<file path="src/rtl/core/blam_pkg.sv">
// Shared types and constants for the block average level meter.
// No dependencies; imported by every module of the block.
package blam_pkg;

    localparam int SAMPLE_W                = 24;
    localparam int SUM_W                   = 32;
    localparam int SAMPLE_BITS_MAX_DEFAULT = 24;

    localparam int TDATA_IN_W  = 24;
    localparam int TDATA_OUT_W = 152;

    localparam logic [7:0] BLOCK_SIZE_RST    = 8'd5;
    localparam logic [7:0] BAR_WIDTH_RST     = 8'd73;
    localparam logic [4:0] SAMPLE_BITS_RST   = 5'd16;
    localparam logic [3:0] CHANNEL_COUNT_RST = 4'd1;

    typedef enum logic [2:0] {
        CFG_BLOCK_SIZE    = 3'd0,
        CFG_BAR_WIDTH     = 3'd1,
        CFG_SAMPLE_BITS   = 3'd2,
        CFG_CHANNEL_COUNT = 3'd3,
        CFG_DISPLAY_OFF   = 3'd4
    } cfg_idx_t;

    typedef enum logic [2:0] {
        RGN_NEG_CLIP = 3'd0,
        RGN_NEG_BAR  = 3'd1,
        RGN_ZERO     = 3'd2,
        RGN_POS_CLIP = 3'd3,
        RGN_POS_BAR  = 3'd4
    } region_t;

    typedef enum logic [2:0] {
        ST_IDLE,
        ST_UPDATE,
        ST_CHECK,
        ST_AVG,
        ST_SCALE,
        ST_BAR,
        ST_OUT
    } state_t;

    // Statistics state as seen by the sequencer. Signed values are kept as raw bits.
    typedef struct packed {
        logic [31:0]         frame;
        logic [7:0]          block_count;
        logic [SUM_W-1:0]    block_sum;
        logic                clip_hi;
        logic                clip_lo;
        logic [SAMPLE_W-1:0] run_max;
        logic [SAMPLE_W-1:0] run_min;
        logic [31:0]         clip_cnt;
    } stats_t;

    typedef struct packed {
        logic upd;
        logic clr;
    } stats_ctl_t;

    typedef struct packed {
        logic busy;
        logic done;
    } div_stat_t;

endpackage

</file>
<file path="src/rtl/core/blam_div.sv">
// Shared restoring divider, one quotient bit per cycle.
// Depends on blam_pkg for the status struct.
module blam_div
    import blam_pkg::*;
#(
    parameter int DIV_W = 32,
    parameter int DVS_W = 24
) (
    input  logic             aclk,
    input  logic             aresetn,
    input  logic             start,
    input  logic [DIV_W-1:0] dividend,
    input  logic [DVS_W-1:0] divisor,
    output logic [DIV_W-1:0] quotient,
    output div_stat_t        stat
);

    localparam int CNT_W = $clog2(DIV_W + 1);

    logic [DIV_W-1:0] quo_reg, quo_next;
    logic [DVS_W-1:0] rem_reg, rem_next;
    logic [DVS_W-1:0] dvs_reg, dvs_next;
    logic [CNT_W-1:0] cnt_reg, cnt_next;
    logic             busy_reg, busy_next;
    logic             done_reg, done_next;

    logic [DVS_W:0] rem_sh;
    logic [DVS_W:0] rem_sub;
    logic           ge;

    assign rem_sh  = {rem_reg, quo_reg[DIV_W-1]};
    assign ge      = rem_sh >= {1'b0, dvs_reg};
    assign rem_sub = rem_sh - {1'b0, dvs_reg};

    always_comb begin
        quo_next  = quo_reg;
        rem_next  = rem_reg;
        dvs_next  = dvs_reg;
        cnt_next  = cnt_reg;
        busy_next = busy_reg;
        done_next = 1'b0;
        if (start) begin
            quo_next  = dividend;
            rem_next  = '0;
            dvs_next  = divisor;
            cnt_next  = '0;
            busy_next = 1'b1;
        end else if (busy_reg) begin
            quo_next = {quo_reg[DIV_W-2:0], ge};
            rem_next = ge ? rem_sub[DVS_W-1:0] : rem_sh[DVS_W-1:0];
            cnt_next = cnt_reg + CNT_W'(1);
            if (cnt_reg == CNT_W'(DIV_W - 1)) begin
                busy_next = 1'b0;
                done_next = 1'b1;
            end
        end
    end

    always_ff @(posedge aclk) begin
        if (!aresetn) begin
            cnt_reg  <= '0;
            busy_reg <= 1'b0;
            done_reg <= 1'b0;
        end else begin
            cnt_reg  <= cnt_next;
            busy_reg <= busy_next;
            done_reg <= done_next;
        end
        quo_reg <= quo_next;
        rem_reg <= rem_next;
        dvs_reg <= dvs_next;
    end

    assign quotient  = quo_reg;
    assign stat.busy = busy_reg;
    assign stat.done = done_reg;

endmodule

</file>
<file path="src/rtl/core/blam_stats.sv">
// Per-sample statistics: clip detection and count, peaks, block sum and count,
// channel and frame counters. Depends on blam_pkg.
module blam_stats
    import blam_pkg::*;
#(
    parameter int CW = 25
) (
    input  logic                       aclk,
    input  logic                       aresetn,
    input  stats_ctl_t                 ctl,
    input  logic signed [SAMPLE_W-1:0] sample,
    input  logic signed [CW-1:0]       full_val,
    input  logic signed [CW-1:0]       lo_val,
    input  logic [3:0]                 chans,
    output stats_t                     st
);

    logic [31:0]                frame_reg, frame_next;
    logic [2:0]                 chan_reg, chan_next;
    logic [7:0]                 count_reg, count_next;
    logic signed [SUM_W-1:0]    sum_reg, sum_next;
    logic                       hi_reg, hi_next;
    logic                       lo_reg, lo_next;
    logic signed [SAMPLE_W-1:0] max_reg, max_next;
    logic signed [SAMPLE_W-1:0] min_reg, min_next;
    logic [31:0]                clip_reg, clip_next;

    logic signed [CW-1:0] smp_ext;
    logic                 is_hi;
    logic                 is_lo;
    logic [3:0]           chan_inc;

    assign smp_ext  = CW'(sample);
    assign is_hi    = smp_ext >= full_val;
    assign is_lo    = smp_ext <= lo_val;
    assign chan_inc = {1'b0, chan_reg} + 4'd1;

    always_comb begin
        frame_next = frame_reg;
        chan_next  = chan_reg;
        count_next = count_reg;
        sum_next   = sum_reg;
        hi_next    = hi_reg;
        lo_next    = lo_reg;
        max_next   = max_reg;
        min_next   = min_reg;
        clip_next  = clip_reg;
        if (ctl.upd) begin
            if (is_hi) hi_next = 1'b1;
            if (is_lo) lo_next = 1'b1;
            // The two limits never overlap, so at most one clip per sample.
            if ((is_hi || is_lo) && clip_reg != 32'hFFFF_FFFF) begin
                clip_next = clip_reg + 32'd1;
            end
            if (sample > max_reg) max_next = sample;
            if (sample < min_reg) min_next = sample;
            sum_next   = sum_reg + SUM_W'(sample);
            count_next = count_reg + 8'd1;
            if (chan_inc >= chans) begin
                chan_next  = 3'd0;
                frame_next = frame_reg + 32'd1;
            end else begin
                chan_next = chan_inc[2:0];
            end
        end else if (ctl.clr) begin
            sum_next   = '0;
            count_next = 8'd0;
            hi_next    = 1'b0;
            lo_next    = 1'b0;
        end
    end

    always_ff @(posedge aclk) begin
        if (!aresetn) begin
            frame_reg <= '0;
            chan_reg  <= '0;
            count_reg <= '0;
            sum_reg   <= '0;
            hi_reg    <= 1'b0;
            lo_reg    <= 1'b0;
            max_reg   <= '0;
            min_reg   <= '0;
            clip_reg  <= '0;
        end else begin
            frame_reg <= frame_next;
            chan_reg  <= chan_next;
            count_reg <= count_next;
            sum_reg   <= sum_next;
            hi_reg    <= hi_next;
            lo_reg    <= lo_next;
            max_reg   <= max_next;
            min_reg   <= min_next;
            clip_reg  <= clip_next;
        end
    end

    assign st.frame       = frame_reg;
    assign st.block_count = count_reg;
    assign st.block_sum   = sum_reg;
    assign st.clip_hi     = hi_reg;
    assign st.clip_lo     = lo_reg;
    assign st.run_max     = max_reg;
    assign st.run_min     = min_reg;
    assign st.clip_cnt    = clip_reg;

endmodule

</file>
<file path="src/rtl/core/block_average_level_meter_unit.sv">
// Top level of the block average level meter: configuration registers,
// sequencer, output register. Depends on blam_pkg, blam_stats and blam_div.
//
// Every input beat yields exactly one output beat. A sample that does not end
// a block (or ends one while the display is off) goes from the update state
// through the check state to the out state. A sample that ends a block also
// passes the average, scale and bar states: the one shared divider runs
// once for the block average and once more for the bar length, one quotient
// bit per cycle. A clipped block skips the average pass, and the zero and
// clip regions skip the bar pass. s_tready is high only while the sequencer
// is idle; the output register lets the next beat be taken while a result
// still waits on m_tready.
module block_average_level_meter_unit
    import blam_pkg::*;
#(
    parameter int MAX_SAMPLE_BITS = SAMPLE_BITS_MAX_DEFAULT
) (
    input  logic                   aclk,
    input  logic                   aresetn,
    // Configuration write port.
    input  logic                   cfg_we,
    input  logic [2:0]             cfg_addr,
    input  logic [7:0]             cfg_wdata,
    // Input stream. tdata: sample[23:0].
    input  logic                   s_tvalid,
    output logic                   s_tready,
    input  logic [TDATA_IN_W-1:0]  s_tdata,
    // Output stream. tuser: block_ready.
    // tdata: frame_index[31:0], shown_value[56:32], bar_region[59:57],
    // bar_length[66:60], peak_high[89:67], peak_low[113:90],
    // clip_total[145:114], zero pad[151:146].
    output logic                   m_tvalid,
    input  logic                   m_tready,
    output logic                   m_tuser,
    output logic [TDATA_OUT_W-1:0] m_tdata
);

    localparam int CW    = (MAX_SAMPLE_BITS + 1 > 25) ? MAX_SAMPLE_BITS + 1 : 25;
    localparam int DIV_W = (CW + 6 > SUM_W) ? CW + 6 : SUM_W;
    localparam int DVS_W = MAX_SAMPLE_BITS;
    localparam int BW0   = $clog2(MAX_SAMPLE_BITS + 1);
    localparam int BW    = (BW0 > 5) ? BW0 : 5;

    // Configuration registers.
    logic [7:0] block_size_reg;
    logic [7:0] bar_width_reg;
    logic [4:0] sample_bits_reg;
    logic [3:0] channel_count_reg;
    logic       display_off_reg;

    always_ff @(posedge aclk) begin
        if (!aresetn) begin
            block_size_reg    <= BLOCK_SIZE_RST;
            bar_width_reg     <= BAR_WIDTH_RST;
            sample_bits_reg   <= SAMPLE_BITS_RST;
            channel_count_reg <= CHANNEL_COUNT_RST;
            display_off_reg   <= 1'b0;
        end else if (cfg_we) begin
            unique case (cfg_addr)
                CFG_BLOCK_SIZE:    block_size_reg    <= cfg_wdata;
                CFG_BAR_WIDTH:     bar_width_reg     <= cfg_wdata;
                CFG_SAMPLE_BITS:   sample_bits_reg   <= cfg_wdata[4:0];
                CFG_CHANNEL_COUNT: channel_count_reg <= cfg_wdata[3:0];
                CFG_DISPLAY_OFF:   display_off_reg   <= cfg_wdata[0];
                default: ;
            endcase
        end
    end

    // Derived settings.
    logic [BW-1:0]        sb_ext;
    logic [BW-1:0]        bits_eff;
    logic signed [CW-1:0] full_val;
    logic signed [CW-1:0] lo_val;
    logic [CW-1:0]        full_m1;
    logic [7:0]           size_eff;
    logic [3:0]           chans_eff;
    logic [6:0]           half;
    logic [6:0]           hneg;

    assign sb_ext = BW'(sample_bits_reg);

    always_comb begin
        if (sb_ext < BW'(2)) begin
            bits_eff = BW'(2);
        end else if (sb_ext > BW'(MAX_SAMPLE_BITS)) begin
            bits_eff = BW'(MAX_SAMPLE_BITS);
        end else begin
            bits_eff = sb_ext;
        end
    end

    assign full_val  = CW'(1) << (bits_eff - BW'(1));
    assign lo_val    = CW'(1) - full_val;
    assign full_m1   = full_val - CW'(1);
    assign size_eff  = (block_size_reg == 8'd0) ? 8'd1 : block_size_reg;
    assign chans_eff = (channel_count_reg == 4'd0) ? 4'd1 :
                       (channel_count_reg > 4'd8) ? 4'd8 : channel_count_reg;
    assign half      = bar_width_reg[7:1];
    assign hneg      = (half == 7'd0) ? 7'd0 : half - 7'd1;

    // Statistics unit.
    stats_ctl_t st_ctl;
    stats_t     st;
    logic signed [SAMPLE_W-1:0] sample_reg;

    blam_stats #(
        .CW (CW)
    ) u_stats (
        .aclk     (aclk),
        .aresetn  (aresetn),
        .ctl      (st_ctl),
        .sample   (sample_reg),
        .full_val (full_val),
        .lo_val   (lo_val),
        .chans    (chans_eff),
        .st       (st)
    );

    // Shared divider.
    logic             div_start;
    logic [DIV_W-1:0] div_dividend;
    logic [DVS_W-1:0] div_divisor;
    logic [DIV_W-1:0] div_quo;
    div_stat_t        div_stat;

    blam_div #(
        .DIV_W (DIV_W),
        .DVS_W (DVS_W)
    ) u_div (
        .aclk     (aclk),
        .aresetn  (aresetn),
        .start    (div_start),
        .dividend (div_dividend),
        .divisor  (div_divisor),
        .quotient (div_quo),
        .stat     (div_stat)
    );

    // Sequencer state and working registers.
    state_t               state_reg, state_next;
    logic [31:0]          frame_reg, frame_next;
    logic                 ready_reg, ready_next;
    logic signed [CW-1:0] amp_reg, amp_next;
    region_t              region_reg, region_next;
    logic [6:0]           len_reg, len_next;
    logic                 neg_reg, neg_next;
    logic                 m_tvalid_reg, m_tvalid_next;
    logic                 m_tuser_reg, m_tuser_next;
    logic [TDATA_OUT_W-1:0] m_tdata_reg, m_tdata_next;
    logic [SAMPLE_W-1:0]  sample_next;

    logic                 block_end;
    logic [SUM_W-1:0]     sum_abs;
    logic [CW-1:0]        avg_mag;
    region_t              region_now;
    logic [6:0]           scale;
    logic [CW-2:0]        mag;
    logic [CW+5:0]        prod;
    logic                 out_load;

    assign block_end = st.block_count >= size_eff;
    assign sum_abs   = st.block_sum[SUM_W-1] ? SUM_W'(0) - st.block_sum : st.block_sum;
    assign avg_mag   = div_quo[CW-1:0];

    always_comb begin
        if (amp_reg <= lo_val) begin
            region_now = RGN_NEG_CLIP;
        end else if (amp_reg < 0) begin
            region_now = RGN_NEG_BAR;
        end else if (amp_reg == 0) begin
            region_now = RGN_ZERO;
        end else if (amp_reg >= full_val) begin
            region_now = RGN_POS_CLIP;
        end else begin
            region_now = RGN_POS_BAR;
        end
    end

    // Negative bars scale by (half - 1) over (F - 1), positive ones by half over F.
    assign scale = (region_now == RGN_NEG_BAR) ? hneg : half;
    assign mag   = (region_now == RGN_NEG_BAR) ? (CW - 1)'(CW'(0) - amp_reg)
                                               : amp_reg[CW-2:0];
    assign prod  = scale * mag;

    always_comb begin
        state_next    = state_reg;
        sample_next   = sample_reg;
        frame_next    = frame_reg;
        ready_next    = ready_reg;
        amp_next      = amp_reg;
        region_next   = region_reg;
        len_next      = len_reg;
        neg_next      = neg_reg;
        m_tvalid_next = m_tvalid_reg;
        m_tuser_next  = m_tuser_reg;
        m_tdata_next  = m_tdata_reg;
        st_ctl        = '0;
        div_start     = 1'b0;
        div_dividend  = DIV_W'(sum_abs);
        div_divisor   = DVS_W'(size_eff);
        s_tready      = 1'b0;
        out_load      = 1'b0;

        if (m_tvalid_reg && m_tready) m_tvalid_next = 1'b0;

        unique case (state_reg)
            ST_IDLE: begin
                s_tready = 1'b1;
                if (s_tvalid) begin
                    sample_next = s_tdata[SAMPLE_W-1:0];
                    state_next  = ST_UPDATE;
                end
            end
            ST_UPDATE: begin
                st_ctl.upd = 1'b1;
                frame_next = st.frame;
                state_next = ST_CHECK;
            end
            ST_CHECK: begin
                ready_next  = 1'b0;
                amp_next    = '0;
                region_next = RGN_NEG_CLIP;
                len_next    = 7'd0;
                neg_next    = st.block_sum[SUM_W-1];
                state_next  = ST_OUT;
                if (block_end) begin
                    st_ctl.clr = 1'b1;
                    if (!display_off_reg) begin
                        ready_next = 1'b1;
                        if (st.clip_hi) begin
                            amp_next   = full_val;
                            state_next = ST_SCALE;
                        end else if (st.clip_lo) begin
                            amp_next   = lo_val;
                            state_next = ST_SCALE;
                        end else begin
                            div_start  = 1'b1;
                            state_next = ST_AVG;
                        end
                    end
                end
            end
            ST_AVG: begin
                if (div_stat.done) begin
                    amp_next   = neg_reg ? CW'(0) - avg_mag : avg_mag;
                    state_next = ST_SCALE;
                end
            end
            ST_SCALE: begin
                region_next  = region_now;
                len_next     = 7'd0;
                div_dividend = DIV_W'(prod);
                div_divisor  = (region_now == RGN_NEG_BAR) ? full_m1[DVS_W-1:0]
                                                           : full_val[DVS_W-1:0];
                if (region_now == RGN_NEG_BAR || region_now == RGN_POS_BAR) begin
                    div_start  = 1'b1;
                    state_next = ST_BAR;
                end else begin
                    state_next = ST_OUT;
                end
            end
            ST_BAR: begin
                if (div_stat.done) begin
                    len_next   = div_quo[6:0];
                    state_next = ST_OUT;
                end
            end
            ST_OUT: begin
                if (!m_tvalid_reg || m_tready) begin
                    out_load      = 1'b1;
                    m_tvalid_next = 1'b1;
                    m_tuser_next  = ready_reg;
                    m_tdata_next  = {6'd0, st.clip_cnt, st.run_min, st.run_max[22:0],
                                     len_reg, region_reg, amp_reg[24:0], frame_reg};
                    state_next    = ST_IDLE;
                end
            end
            default: state_next = ST_IDLE;
        endcase
    end

    always_ff @(posedge aclk) begin
        if (!aresetn) begin
            state_reg    <= ST_IDLE;
            m_tvalid_reg <= 1'b0;
        end else begin
            state_reg    <= state_next;
            m_tvalid_reg <= m_tvalid_next;
        end
        sample_reg  <= sample_next;
        frame_reg   <= frame_next;
        ready_reg   <= ready_next;
        amp_reg     <= amp_next;
        region_reg  <= region_next;
        len_reg     <= len_next;
        neg_reg     <= neg_next;
        m_tuser_reg <= m_tuser_next;
        m_tdata_reg <= m_tdata_next;
    end

    assign m_tvalid = m_tvalid_reg;
    assign m_tuser  = m_tuser_reg;
    assign m_tdata  = m_tdata_reg;

    // The divider is never restarted while an earlier division is running.
    a_div_idle: assert property (@(posedge aclk) disable iff (!aresetn)
        div_start |-> !div_stat.busy)
        else $error("divider started while busy");

    // A new result never overwrites a beat that has not been taken.
    a_no_overwrite: assert property (@(posedge aclk) disable iff (!aresetn)
        out_load |-> (!m_tvalid_reg || m_tready))
        else $error("output beat overwritten");

    // A completed block leaves the accumulator empty.
    a_block_clear: assert property (@(posedge aclk) disable iff (!aresetn)
        (state_reg == ST_CHECK && block_end) |=> (st.block_count == 8'd0))
        else $error("block count not cleared at block end");

    // Clip and zero regions carry no bar marks.
    a_len_zero: assert property (@(posedge aclk) disable iff (!aresetn)
        (state_reg == ST_OUT && (region_reg == RGN_NEG_CLIP || region_reg == RGN_ZERO
            || region_reg == RGN_POS_CLIP)) |-> (len_reg == 7'd0))
        else $error("bar length set outside a bar region");

    // Beats without a finished block show nothing.
    a_hidden: assert property (@(posedge aclk) disable iff (!aresetn)
        (state_reg == ST_OUT && !ready_reg) |-> (amp_reg == 0 && len_reg == 7'd0))
        else $error("display fields set without a shown block");

endmodule

</file>
<file path="config.mk">
export PLATFORM = sky130hd
export DESIGN_NAME = block_average_level_meter_unit
export DESIGN_NICKNAME = d
export VERILOG_FILES = /design/src/rtl/core/blam_pkg.sv /design/src/rtl/core/blam_div.sv /design/src/rtl/core/blam_stats.sv /design/src/rtl/core/block_average_level_meter_unit.sv
export SDC_FILE = /design/constraint.sdc
export NUM_CORES = 2
export LEC_CHECK = 0
export ABC_AREA = 1
export BUFFER_PORTS_ARGS = -buffer_cell sky130_fd_sc_hd__buf_2
export CELL_PAD_IN_SITES_DETAIL_PLACEMENT = 1
export CELL_PAD_IN_SITES_GLOBAL_PLACEMENT = 1
export CORE_AREA = 2 2 285 287
export CTS_BUF_LIST = sky130_fd_sc_hd__clkbuf_16
export DETAILED_ROUTE_END_ITERATION = 12
export DIE_AREA = 0 0 287 289
export PLACE_DENSITY = 0.82
export SETUP_SLACK_MARGIN = 0.5
export SYNTH_ARGS = -nofsm -noshare
export SYNTH_HDL_FRONTEND = slang
export SYNTH_SLANG_ARGS = --single-unit
export TNS_END_PERCENT = 100
</file>
<file path="constraint.sdc">
create_clock -name aclk -period 8.6 [get_ports aclk]
set_clock_uncertainty 0.2 [all_clocks]
set_input_delay 1.72 -clock aclk [delete_from_list [all_inputs] [get_ports aclk]]
set_output_delay 1.72 -clock aclk [all_outputs]
set_load 0.03 [all_outputs]
</file>
==> qor.yml <==
status: "complete, but fails checks"
violations: "negative setup slack"
dp.cells: 5539
hold_slack_ns: 0.221
syn-cell-area_sq_mm: 0.0340
grt_overflow_total: 0
drt_iter0_markers: 2502
crit_path_top_delay_cell: "fa_1"
htreeDepth: 2
cp_top_family: "simple AND/OR/NAND/NOR gates"
core_area_sq_mm: 0.0799
ys.flop_type: "edfxtp_1"
num_vias: 32735
yosys_warnings: 0
arrival_ns: 9.51
drc: 0
ys_seq_elements: 514
avgRoutedWirePerCell_um: 24.0
cts-root-buf: "clkbuf_16"
final-setup-viol-count: 16
crit_type: "flop to flop"
grt_setup_unrepaired: "yes"
syn_avg_cell_area_sq_um: 8.30
hold_viol: 0
finalCritPeriodShare: 1.08
postLayoutSetupSlackWorst_ns: -0.728
nFillCells: 9522
tightestPinTransition_ns: 1.22
cap_violations: 0
finish.net_count: 5054
vias_per_cell: 5.70
dieWidth_um: 287
io_buffers: 188
slew_violations: 0
clkTransAtPathRegs_ns: 0.06
synth_edf_count: 296
slowest_delay_ns: 0.56
startpoint_type: "flop"
clock.fmax_mhz: 107
final_cells: 5746
netlist_top_cells_count: "nand2_1, inv_1, a21oi_1"
grt_pass1_wl_um: 202000
r2r_slack_ns: -0.73
std_cell_rows: 104
grt_max_degree: 92
cts_tree: "yes"
synth_top_area_share: 0.262
rr_startpoint: "sample_bits_reg[4]"
drive_gt1_frac: 0.218
synth_area_leader_cell: "edfxtp_1"
gp_congestion: 0.990
cp-end-kind: "flop"
syn_inst: 4092
cts.sinks: 514
preCtsSetupSlack_ns: -0.501
crit_path_start: "sample_bits_reg[4]"
final.min_clock_period_ns: 9.33
hpwlAfterDp_um: 95700
synthArstFlopShare: 0
area_growth_pct: 25.2
wl_um: 138000
clk_latency_ns: 0.67
yosys.cell_count.top_type: "nand2_1"
synth_cell_types: 67
relSlewSlack: 0.183
antenna_found_initial: 7
critPathBufInv: 11
die_h_um: 289
grt_use_total: 0.316
min_path_type: "flop to flop"
hold_start: "frame_reg[17]"
worstPathMaxFanout: 8
required_ns: 8.78
fp.dieArea_sq_mm: 0.0829
synth_area_leaders: "edfxtp_1, dfxtp_1, ha_1, nand2_1, fa_1"
largest_reg_flops: 146
crit_top_cell: "nand2_1"
num_io_pins: 195
cts.path.max_buffers: 3
grt_pass1_vias: 34177
firstDrtPassIters: 5
antenna_left: 0
start_util: 0.425
yosysSeqAreaShare: 0.390
cts_inserted_buffers: 58
[cell families (layout without fill, tap and decap cells)]
| family | after synthesis | after routing | synth area share |
|---|---|---|---|
| adders and majority gates | 379 | 379 | 0.164 |
| buffers and inverters | 679 | 1256 | 0.0784 |
| DFF | 514 | 514 | 0.390 |
| and+or+nand+nor | 1502 | 1502 | 0.190 |
| xor gates and xnor gates | 111 | 111 | 0.0302 |
| AOI/OAI and AO/OA | 905 | 905 | 0.147 |
| other | 2 | 19 | 0.000221 |
[metal layers]
| metal | global-route usage | share of wire | vias to the layer above |
|---|---|---|---|
| li1 | - | - | 14915 |
| met1 | 0.386 | 0.40 | 16116 |
| met2 | 0.536 | 0.47 | 1243 |
| met3 | 0.0492 | 0.062 | 457 |
| met4 | 0.174 | 0.067 | 4 |
| met5 | 0 | 0.00020 | - |
[area by class of cell]
type | count | area (sq um) | share of cell area
inverter | 558 | 2110 | 0.0497
tap | 1060 | 1330 | 0.0312
timing repair buffer | 589 | 4430 | 0.104
antenna | 2 | 5.00 | 0.000118
clock buffer | 58 | 1450 | 0.0341
clock inverter | 51 | 402 | 0.00944
sequential | 514 | 13300 | 0.312
multi-input combinational | 2914 | 19600 | 0.460
[cell usage in the layout, fill, tap and decap left out, types with 23 or more instances in the layout]
| master | n |
|---|---|
| nand2_1 | 676 |
| inv_1 | 513 |
| a21oi_1 | 401 |
| buf_4 | 351 |
| nor2_1 | 335 |
| edfxtp_1 | 296 |
| o21ai_0 | 247 |
| ha_1 | 245 |
| dfxtp_1 | 214 |
| buf_2 | 188 |
| nand3_1 | 116 |
| fa_1 | 108 |
| nor3_1 | 82 |
| nand4_1 | 77 |
| xor2_1 | 63 |
| nor2_2 | 62 |
| clkbuf_16 | 58 |
| inv_2 | 48 |
| nand2_2 | 41 |
| o21ai_1 | 29 |
| o22ai_1 | 29 |
| xnor2_1 | 28 |
| nor4_1 | 27 |
| ha_4 | 23 |
[worst reg2reg max path, delay by kind of cell, from the launching register on]
family | cells | cell delay (ns)
DFF | 1 | 0.33
adders and majority gates | 7 | 2.89
AOI/OAI and AO/OA | 9 | 1.35
buffers and inverters | 11 | 1.18
and+or+nand+nor | 27 | 3.12
[stage by stage]
step	instance area, sq um	TNS [ns]	utilization
3_3_place_gp	38500	-2.00	0.482
5_1_grt	42500	-13.35	0.532
6_report	42500	-6.47	0.532
2_1_floorplan	34400	0	-
3_5_place_dp	38500	-3.90	0.482
4_1_cts	42000	-0.386	0.526
[repair_timing]
| item | in CTS | in global routing |
|---|---|---|
| setup endpoints to repair | 24 | 26 |
| pin swaps | 86 | 70 |
| endpoints found under the hold margin | 0 | 0 |
| setup buffers | 70 | 20 |
| cloned | 6 | 0 |
| gates resized for setup | 232 | 104 |
| hold buffers | 0 | 0 |
[path summary, 6_finish.rpt]
path / end / cells past startpoint
worst max-delay path: u_div.quotient[30] / 54
worst max register to register: u_div.quotient[30] / 54
worst min-delay path: m_tdata[17] / 0
worst min register to register: m_tdata[17] / 0
Power is left out: the tool's default activity adds up to more than one toggle a clock period on the data nets, which glitch-free logic cannot reach.
